===== src/rtl/brmm_pkg.sv =====
// Package for the battery running median monitor.
// Holds the widths, window size, codes and the cell control type.
// No dependencies.
`default_nettype none

package brmm_pkg;

  // Window length and the widths that follow from it.
  localparam int unsigned WINDOW = 10;
  localparam int unsigned AGE_W  = $clog2(WINDOW);
  localparam int unsigned CNT_W  = $clog2(WINDOW);

  // Field and register widths.
  localparam int unsigned SUM_W   = 14;
  localparam int unsigned GAIN_W  = 17;
  localparam int unsigned MV_W    = 14;
  localparam int unsigned PROD_W  = SUM_W + GAIN_W;
  localparam int unsigned FRAC_W  = 16;
  localparam int unsigned SCL_W   = PROD_W - FRAC_W;
  localparam int unsigned CFG_W   = 17;
  localparam int unsigned CFG_IDX_W = 2;
  localparam int unsigned STAT_W  = 2;

  // Constants of the scaling and status decisions.
  localparam logic [MV_W-1:0]   MV_MAX     = 14'd16383;
  localparam logic [MV_W-1:0]   ABSENT_MV  = 14'd2000;
  localparam logic [GAIN_W-1:0] GAIN_RST   = 17'd27520;
  localparam logic [MV_W-1:0]   LOW_RST    = 14'd3300;
  localparam logic [AGE_W-1:0]  AGE_OLDEST = AGE_W'(WINDOW - 1);
  localparam logic [CNT_W-1:0]  PASS_LAST  = CNT_W'(WINDOW - 1);

  // Configuration register indexes.
  typedef enum logic [CFG_IDX_W-1:0] {
    REG_GAIN      = 2'd0,
    REG_LOW_LIMIT = 2'd1
  } cfg_reg_e;

  // Battery status codes.
  typedef enum logic [STAT_W-1:0] {
    BATT_ABSENT = 2'd0,
    BATT_LOW    = 2'd1,
    BATT_OK     = 2'd2
  } batt_status_e;

  // Operations that the cell chain performs.
  typedef enum logic [1:0] {
    CELL_HOLD,
    CELL_PRIME,
    CELL_INSERT,
    CELL_SORT
  } cell_op_e;

  // Control handed to each cell.
  typedef struct packed {
    cell_op_e op;
    logic     pair_lo;   // this cell is the lower member of a compare pair
    logic     pair_hi;   // this cell is the upper member of a compare pair
  } cell_ctrl_t;

  // Controller states.
  typedef enum logic [1:0] {
    ST_IDLE,
    ST_INS,
    ST_SORT,
    ST_DONE
  } brmm_state_e;

endpackage : brmm_pkg

`default_nettype wire


===== src/rtl/battery_running_median_monitor.sv =====
// Steps per reading: the scaler registers the product, the scaled reading is
// loaded into the chain, WINDOW odd-even compare passes run along the cell
// chain, and the result is registered when the output register is free.
// A new reading is taken only after the result of the last one is loaded.
// Reset (asynchronous, active low) empties the window and restores the
// register defaults; the first reading afterwards fills every cell.
`default_nettype none

module battery_running_median_monitor import brmm_pkg::*; (
  input  wire logic                 clk_i,
  input  wire logic                 rst_ni,
  input  wire logic                 cfg_we_i,
  input  wire logic [CFG_IDX_W-1:0] cfg_idx_i,
  input  wire logic [CFG_W-1:0]     cfg_wdata_i,
  input  wire logic                 in_valid_i,
  output logic                      in_stall_o,
  input  wire logic [SUM_W-1:0]     sample_sum_i,
  output logic                      out_valid_o,
  input  wire logic                 out_stall_i,
  output logic      [MV_W-1:0]      median_mv_o,
  output logic      [STAT_W-1:0]    battery_status_o
);

  brmm_state_e       state_q, state_d;
  logic [CNT_W-1:0]  cnt_q, cnt_d;
  logic              primed_q;
  logic [GAIN_W-1:0] gain_q;
  logic [MV_W-1:0]   low_limit_q;
  logic              out_valid_q;
  logic [MV_W-1:0]   median_q;
  batt_status_e      status_q;

  logic              in_acc;
  logic              out_load;
  cell_op_e          chain_op;
  logic              odd_pass;
  logic [MV_W-1:0]   new_mv;
  logic [MV_W-1:0]   med;
  logic [MV_W:0]     mid_sum;
  batt_status_e      status;

  logic [MV_W-1:0]   cell_mv  [WINDOW];
  logic [AGE_W-1:0]  cell_age [WINDOW];
  cell_ctrl_t        cell_ctrl [WINDOW];

  assign in_acc = in_valid_i && !in_stall_o;

  // Configuration registers.
  always_ff @(posedge clk_i or negedge rst_ni) begin
    if (!rst_ni) begin
      gain_q      <= GAIN_RST;
      low_limit_q <= LOW_RST;
    end else if (cfg_we_i) begin
      case (cfg_idx_i)
        REG_GAIN:      gain_q      <= cfg_wdata_i[GAIN_W-1:0];
        REG_LOW_LIMIT: low_limit_q <= cfg_wdata_i[MV_W-1:0];
        default: begin
        end
      endcase
    end
  end

  // Scaling of the incoming reading.
  brmm_scale u_scale (
    .clk_i        (clk_i),
    .load_i       (in_acc),
    .sample_sum_i (sample_sum_i),
    .gain_i       (gain_q),
    .mv_o         (new_mv)
  );

  // Next state of the controller.
  always_comb begin
    state_d = state_q;
    cnt_d   = cnt_q;
    case (state_q)
      ST_IDLE: begin
        if (in_acc) begin
          state_d = ST_INS;
        end
      end
      ST_INS: begin
        state_d = ST_SORT;
        cnt_d   = '0;
      end
      ST_SORT: begin
        if (cnt_q == PASS_LAST) begin
          state_d = ST_DONE;
        end else begin
          cnt_d = cnt_q + CNT_W'(1);
        end
      end
      ST_DONE: begin
        if (out_load) begin
          state_d = ST_IDLE;
        end
      end
      default: begin
        state_d = ST_IDLE;
      end
    endcase
  end

  // Controller outputs.
  always_comb begin
    in_stall_o = 1'b1;
    chain_op   = CELL_HOLD;
    out_load   = 1'b0;
    case (state_q)
      ST_IDLE: begin
        in_stall_o = 1'b0;
      end
      ST_INS: begin
        chain_op = primed_q ? CELL_INSERT : CELL_PRIME;
      end
      ST_SORT: begin
        chain_op = CELL_SORT;
      end
      ST_DONE: begin
        out_load = !out_valid_q || !out_stall_i;
      end
      default: begin
      end
    endcase
  end

  always_ff @(posedge clk_i or negedge rst_ni) begin
    if (!rst_ni) begin
      state_q  <= ST_IDLE;
      cnt_q    <= '0;
      primed_q <= 1'b0;
    end else begin
      state_q <= state_d;
      cnt_q   <= cnt_d;
      if (state_q == ST_INS) begin
        primed_q <= 1'b1;
      end
    end
  end

  // The cell chain; pass parity selects which neighbours pair up.
  assign odd_pass = cnt_q[0];

  for (genvar i = 0; i < WINDOW; i++) begin : g_cell
    localparam bit IdxOdd = (i % 2) != 0;
    localparam bit HasHi  = (i + 1) < WINDOW;
    localparam bit HasLo  = i > 0;
    localparam int unsigned LoIdx = HasLo ? i - 1 : i;
    localparam int unsigned HiIdx = HasHi ? i + 1 : i;

    assign cell_ctrl[i].op      = chain_op;
    assign cell_ctrl[i].pair_lo = HasHi && (IdxOdd == odd_pass);
    assign cell_ctrl[i].pair_hi = HasLo && (IdxOdd != odd_pass);

    brmm_cell u_cell (
      .clk_i    (clk_i),
      .rst_ni   (rst_ni),
      .ctrl_i   (cell_ctrl[i]),
      .new_mv_i (new_mv),
      .idx_i    (AGE_W'(i)),
      .lo_mv_i  (cell_mv[LoIdx]),
      .lo_age_i (cell_age[LoIdx]),
      .hi_mv_i  (cell_mv[HiIdx]),
      .hi_age_i (cell_age[HiIdx]),
      .mv_o     (cell_mv[i]),
      .age_o    (cell_age[i])
    );
  end

  // Median from the middle of the sorted chain, and the status.
  always_comb begin
    mid_sum = {1'b0, cell_mv[WINDOW/2]} + {1'b0, cell_mv[(WINDOW-1)/2]};
    if ((WINDOW % 2) != 0) begin
      med = cell_mv[WINDOW/2];
    end else begin
      med = mid_sum[MV_W:1];
    end
    if (med <= ABSENT_MV) begin
      status = BATT_ABSENT;
    end else if (med <= low_limit_q) begin
      status = BATT_LOW;
    end else begin
      status = BATT_OK;
    end
  end

  // Output register: holds the result beat until it is taken.
  always_ff @(posedge clk_i or negedge rst_ni) begin
    if (!rst_ni) begin
      out_valid_q <= 1'b0;
    end else if (out_load) begin
      out_valid_q <= 1'b1;
    end else if (!out_stall_i) begin
      out_valid_q <= 1'b0;
    end
  end

  always_ff @(posedge clk_i) begin
    if (out_load) begin
      median_q <= med;
      status_q <= status;
    end
  end

  assign out_valid_o      = out_valid_q;
  assign median_mv_o      = median_q;
  assign battery_status_o = status_q;

  // Checks on the chain ordering and the age bookkeeping.
  logic              chain_sorted;
  logic [WINDOW-1:0] ages_seen;

  always_comb begin
    chain_sorted = 1'b1;
    ages_seen    = '0;
    for (int k = 0; k < WINDOW; k++) begin
      ages_seen[cell_age[k]] = 1'b1;
      if ((k + 1 < WINDOW) && (cell_mv[k] > cell_mv[(k + 1) % WINDOW])) begin
        chain_sorted = 1'b0;
      end
    end
  end

  a_sorted_when_done: assert property (@(posedge clk_i) disable iff (!rst_ni)
    (state_q == ST_DONE) |-> chain_sorted)
    else $error("cell chain not sorted after the sort passes");

  a_ages_permutation: assert property (@(posedge clk_i) disable iff (!rst_ni)
    (primed_q && (state_q == ST_IDLE)) |-> (ages_seen == {WINDOW{1'b1}}))
    else $error("cell ages are not a permutation of the window");

  a_result_from_done: assert property (@(posedge clk_i) disable iff (!rst_ni)
    $rose(out_valid_q) |-> $past(state_q == ST_DONE))
    else $error("result beat raised outside the done state");

  a_pass_in_range: assert property (@(posedge clk_i) disable iff (!rst_ni)
    (state_q == ST_SORT) |-> (cnt_q <= PASS_LAST))
    else $error("sort pass count out of range");

endmodule : battery_running_median_monitor

`default_nettype wire


===== src/rtl/brmm_scale.sv =====
// Reading scaler: registers the sum times the Q16 gain, then saturates
// and blanks readings below the absent threshold. Depends on brmm_pkg.
`default_nettype none

module brmm_scale import brmm_pkg::*; (
  input  wire logic              clk_i,
  input  wire logic              load_i,
  input  wire logic [SUM_W-1:0]  sample_sum_i,
  input  wire logic [GAIN_W-1:0] gain_i,
  output logic      [MV_W-1:0]   mv_o
);

  logic [PROD_W-1:0] prod_q;
  logic [SCL_W-1:0]  scaled;
  logic [MV_W-1:0]   sat;

  // The product is captured on the accepted beat.
  always_ff @(posedge clk_i) begin
    if (load_i) begin
      prod_q <= PROD_W'(sample_sum_i) * PROD_W'(gain_i);
    end
  end

  // Drop the fraction, saturate, and treat small readings as no battery.
  always_comb begin
    scaled = prod_q[PROD_W-1:FRAC_W];
    if (scaled > SCL_W'(MV_MAX)) begin
      sat = MV_MAX;
    end else begin
      sat = scaled[MV_W-1:0];
    end
    if (sat < ABSENT_MV) begin
      mv_o = '0;
    end else begin
      mv_o = sat;
    end
  end

endmodule : brmm_scale

`default_nettype wire


===== src/rtl/brmm_cell.sv =====
// One cell of the sorted window chain: a reading and its age.
// Swaps with a neighbour during sort passes. Depends on brmm_pkg.
`default_nettype none

module brmm_cell import brmm_pkg::*; (
  input  wire logic             clk_i,
  input  wire logic             rst_ni,
  input  wire cell_ctrl_t       ctrl_i,
  input  wire logic [MV_W-1:0]  new_mv_i,
  input  wire logic [AGE_W-1:0] idx_i,
  input  wire logic [MV_W-1:0]  lo_mv_i,
  input  wire logic [AGE_W-1:0] lo_age_i,
  input  wire logic [MV_W-1:0]  hi_mv_i,
  input  wire logic [AGE_W-1:0] hi_age_i,
  output logic      [MV_W-1:0]  mv_o,
  output logic      [AGE_W-1:0] age_o
);

  logic [MV_W-1:0]  mv_q, mv_d;
  logic [AGE_W-1:0] age_q, age_d;

  // Next value of the cell for each chain operation.
  always_comb begin
    mv_d  = mv_q;
    age_d = age_q;
    case (ctrl_i.op)
      CELL_PRIME: begin
        mv_d  = new_mv_i;
        age_d = idx_i;
      end
      CELL_INSERT: begin
        if (age_q == AGE_OLDEST) begin
          mv_d  = new_mv_i;
          age_d = '0;
        end else begin
          age_d = age_q + AGE_W'(1);
        end
      end
      CELL_SORT: begin
        if (ctrl_i.pair_lo && (mv_q > hi_mv_i)) begin
          mv_d  = hi_mv_i;
          age_d = hi_age_i;
        end else if (ctrl_i.pair_hi && (lo_mv_i > mv_q)) begin
          mv_d  = lo_mv_i;
          age_d = lo_age_i;
        end
      end
      default: begin
      end
    endcase
  end

  always_ff @(posedge clk_i or negedge rst_ni) begin
    if (!rst_ni) begin
      mv_q  <= '0;
      age_q <= '0;
    end else begin
      mv_q  <= mv_d;
      age_q <= age_d;
    end
  end

  assign mv_o  = mv_q;
  assign age_o = age_q;

endmodule : brmm_cell

`default_nettype wire


===== config.mk =====
export PLATFORM = sky130hd
export DESIGN_NAME = battery_running_median_monitor
export DESIGN_NICKNAME = d
export VERILOG_FILES = /design/src/rtl/brmm_pkg.sv /design/src/rtl/battery_running_median_monitor.sv /design/src/rtl/brmm_scale.sv /design/src/rtl/brmm_cell.sv
export SDC_FILE = /design/constraint.sdc
export NUM_CORES = 1
export LEC_CHECK = 0
export ABC_AREA = 1
export BUFFER_PORTS_ARGS = -buffer_cell sky130_fd_sc_hd__buf_2
export CAP_MARGIN = 20
export CORE_AREA = 2 2 253 255
export CTS_CLUSTER_SIZE = 25
export DETAILED_ROUTE_END_ITERATION = 8
export DIE_AREA = 0 0 255 257
export PLACE_DENSITY = 0.71
export SLEW_MARGIN = 10
export SYNTH_ARGS = -nofsm -noshare
export SYNTH_HDL_FRONTEND = slang
export SYNTH_HIERARCHICAL = 1
export SYNTH_SLANG_ARGS = --single-unit

===== constraint.sdc =====
create_clock -name clk_i -period 13.3 [get_ports clk_i]
set_clock_uncertainty 0.15 [all_clocks]
set_input_delay 1.995 -clock clk_i [delete_from_list [all_inputs] [get_ports clk_i]]
set_output_delay 1.995 -clock clk_i [all_outputs]
set_load 0.01 [all_outputs]

==> flow_summary.json <==
{
  "overflow": 0,
  "diodes": 0,
  "crit_path_max_incr_delay_ns": 0.57,
  "area_growth_pct": 6.328,
  "max_slew_margin_pct": 32.15,
  "synth_enable_flop_cells": 31,
  "ys_seq_elements": 250,
  "hold_slack_ns": 0.3378,
  "ant_nets": 0,
  "min_period_ns": 6.972,
  "layout_common_cells": "nand2_1 (1958), inv_1 (1165), ha_1 (447)",
  "cts_resized": 0,
  "hold_viol_final": 0,
  "drive_gt1_share_pct": 4.829,
  "synthesis.instances": 5281,
  "setup_viol": 0,
  "cp.arrival_ns": 7.12,
  "initial_core_util_pct": 54.55,
  "cts_tree": "built",
  "fmax_ghz": 0.1434,
  "io_pins": 56,
  "ys.flop_type": "dfrtp_1",
  "routedWlPerCell_um": 14.54,
  "rsz0062_at_grt": "false",
  "maxSlewViolCount": 0,
  "path_cells": "buf_2, nand2_1, fa_1, inv_1, fa_1, fa_1, fa_1, fa_1, inv_1, fa_1, inv_1, ha_1, a21oi_1, o21ai_0, nand2_1, nand2_1, a21oi_1, nand2_1, nand2_1, nand2_1",
  "cap_violations": 0,
  "tns_ns": 0,
  "postCtsSetupBuffers": 0,
  "fin_nets": 5960,
  "setup.worst_path.end_class": "flip-flop",
  "via_count": 31078,
  "dr.pass1.iters": 5,
  "clk_latency_ns": 0.56,
  "grt_pass1_wl_um": 149200,
  "fin_crit_sh_pct": 52.42,
  "cts.root.buffer_cell": "clkbuf_16",
  "grt_pass1_vias": 29196,
  "worst-slew-pin-transition_ns": 1.010,
  "hold_buffers": 0,
  "synth_cell_type_count": 50,
  "clockBufferDepth": 3,
  "final_common_cell": "nand2_1",
  "antenna_found_initial": 0,
  "critPathKind": "primary input to flip-flop",
  "die-area_um2": 65540,
  "async_flop_share_pct": 87.60,
  "worstSetupStartpointType": "primary input",
  "first_iter_violations": 2055,
  "portBuffers": 55,
  "numCtsBuffers": 34,
  "slowest_stage": "fa_1",
  "h-tree-depth": 2,
  "synth_area_per_cell_um2": 6.481,
  "clk_pin_slew_ns": 0.06,
  "coreArea_um2": 62740,
  "hp-class": "flip-flop to flip-flop",
  "fillerInstances": 6104,
  "placementRows": 92,
  "grt_usage_pct": 27.91,
  "grt_max_degree": 109,
  "drt_wl_total_um": 89710,
  "worstPathRequired_ns": 13.45,
  "die_y_um": 257,
  "cts_sinks": 250,
  "critPathMaxFanout": 17,
  "yosysWarningCount": 6,
  "die_x_um": 255,
  "yosysSeqAreaShare_pct": 18.78,
  "gp_congestion": 0.9202,
  "route.detailed.drc": 0,
  "status": "completed",
  "drt-vias-per-instance": 5.039,
  "detailedPlacementHpwl_um": 69210,
  "syn-cell-area_um2": 34220
}
-- worst max-delay path, delay by kind of cell --
| kind | cells | cell delay (ns) |
|---|---|---|
| simple gates | 6 | 0.50 |
| compound gates | 3 | 0.58 |
| buf+inv | 4 | 0.50 |
| fa+ha+maj | 7 | 3.56 |
-- worst paths after layout --
path	start	end	slack [ns]	depth (start not counted)
max in group asynchronous	rst_ni	low_limit_q[4]$_DFFE_PN0P_	10.28	2
min in group asynchronous	rst_ni	g_cell[0].u_cell/age_o[2]$_DFFE_PN0P_	1.37	1
setup reg to reg	gain_q[6]$_DFFE_PN0P_	u_scale/prod_q[29]$_DFFE_PP_	7.28	19
setup / recovery	sample_sum_i[8]	u_scale/prod_q[29]$_DFFE_PP_	6.33	20
hold / removal	primed_q$_DFFE_PN0P_	primed_q$_DFFE_PN0P_	0.34	2
hold reg to reg	primed_q$_DFFE_PN0P_	primed_q$_DFFE_PN0P_	0.34	2
-- synthesized netlist by cell type, types with 3 or more instances --
cell type / count / area [um^2]
nand2_4: 20 / 225.2
a31oi_1: 3 / 18.77
inv_1: 1165 / 4373
o22ai_1: 4 / 25.02
nand4_1: 9 / 56.30
nor2_2: 27 / 168.9
nor3_1: 9 / 45.04
mux2_2: 3 / 33.78
buf_2: 42 / 210.2
or2_2: 4 / 25.02
a21o_1: 4 / 30.03
nand3b_1: 51 / 382.9
o21bai_1: 15 / 112.6
fa_1: 177 / 3543
clkbuf_1: 58 / 217.7
nor4_1: 3 / 18.77
clkinv_1: 10 / 37.54
nand3_2: 30 / 300.3
xor2_1: 18 / 157.7
ha_1: 447 / 5593
edfxtp_1: 31 / 930.9
nand2_1: 1958 / 7350
dfrtp_1: 207 / 5180
nor2_8: 10 / 200.2
nor2_1: 227 / 852.1
buf_1: 20 / 75.07
dfstp_2: 12 / 315.3
nand2_2: 16 / 100.1
nand3_1: 426 / 2132
a21oi_1: 160 / 800.8
o21a_1: 10 / 75.07
buf_6: 10 / 112.6
o21ai_0: 73 / 365.4
-- area by class of cell --
class                   count  area (um^2)  area share, %
well taps                 846         1059          2.909
flip-flops and latches    250         6426          17.66
repair buffers             74        427.9          1.176
inverters                1177         4418          12.14
clock buffers              50         1012          2.782
clock inverters            10        130.1         0.3576
multi-input cells        3761        22920          62.98
-- flip-flops by register name (all words and copies together), names as in the netlist --
| register | cells |
|---|---|
| g_cell.u_cell/mv_o | 140 |
| g_cell.u_cell/age_o | 40 |
| gain_q | 17 |
| u_scale/prod_q | 15 |
| low_limit_q | 14 |
| median_mv_o | 14 |
| cnt_q | 4 |
| battery_status_o | 2 |
| state_q | 2 |
| out_valid_o | 1 |
| primed_q | 1 |
-- cell families (layout without fill, tap and decap cells) --
| family | Yosys count | count (layout) | synth area share, % |
|---|---|---|---|
| AO/OA/AOI/OAI | 274 | 274 | 4.277 |
| XOR/XNOR | 20 | 20 | 0.5338 |
| adder cells (fa/ha/maj) | 624 | 624 | 26.70 |
| buffers and inverters | 1310 | 1311 | 14.77 |
| flip-flops | 250 | 250 | 18.78 |
| multiplexers | 3 | 3 | 0.09870 |
| other | 2 | 42 | 0.02194 |
| AND/OR/NAND/NOR | 2798 | 2798 | 34.83 |
-- layer usage --
metal,vias up,wire length [um],GRT usage [%]
met1,14180,43260,41.03
li1,15943,-,-
met3,112,5754,2.994
met4,0,2458,8.025
met2,843,38240,43.22
met5,-,0,0
-- metrics by stage --
step | cells | util [%] | setup slack, ns | cell area, um^2
2_1_floorplan | 5321 | - | 5.984 | 34370
3_3_place_gp | 6108 | 56.18 | 5.829 | 35250
3_5_place_dp | 6108 | 56.18 | 5.811 | 35250
4_1_cts | 6168 | 58.01 | 6.373 | 36390
5_1_grt | 6168 | 58.01 | 5.948 | 36390
6_report | 6168 | 58.01 | 6.328 | 36390
Power is not shown: default switching activity piles up to over one toggle a cycle in this logic, so the estimate is an artifact.
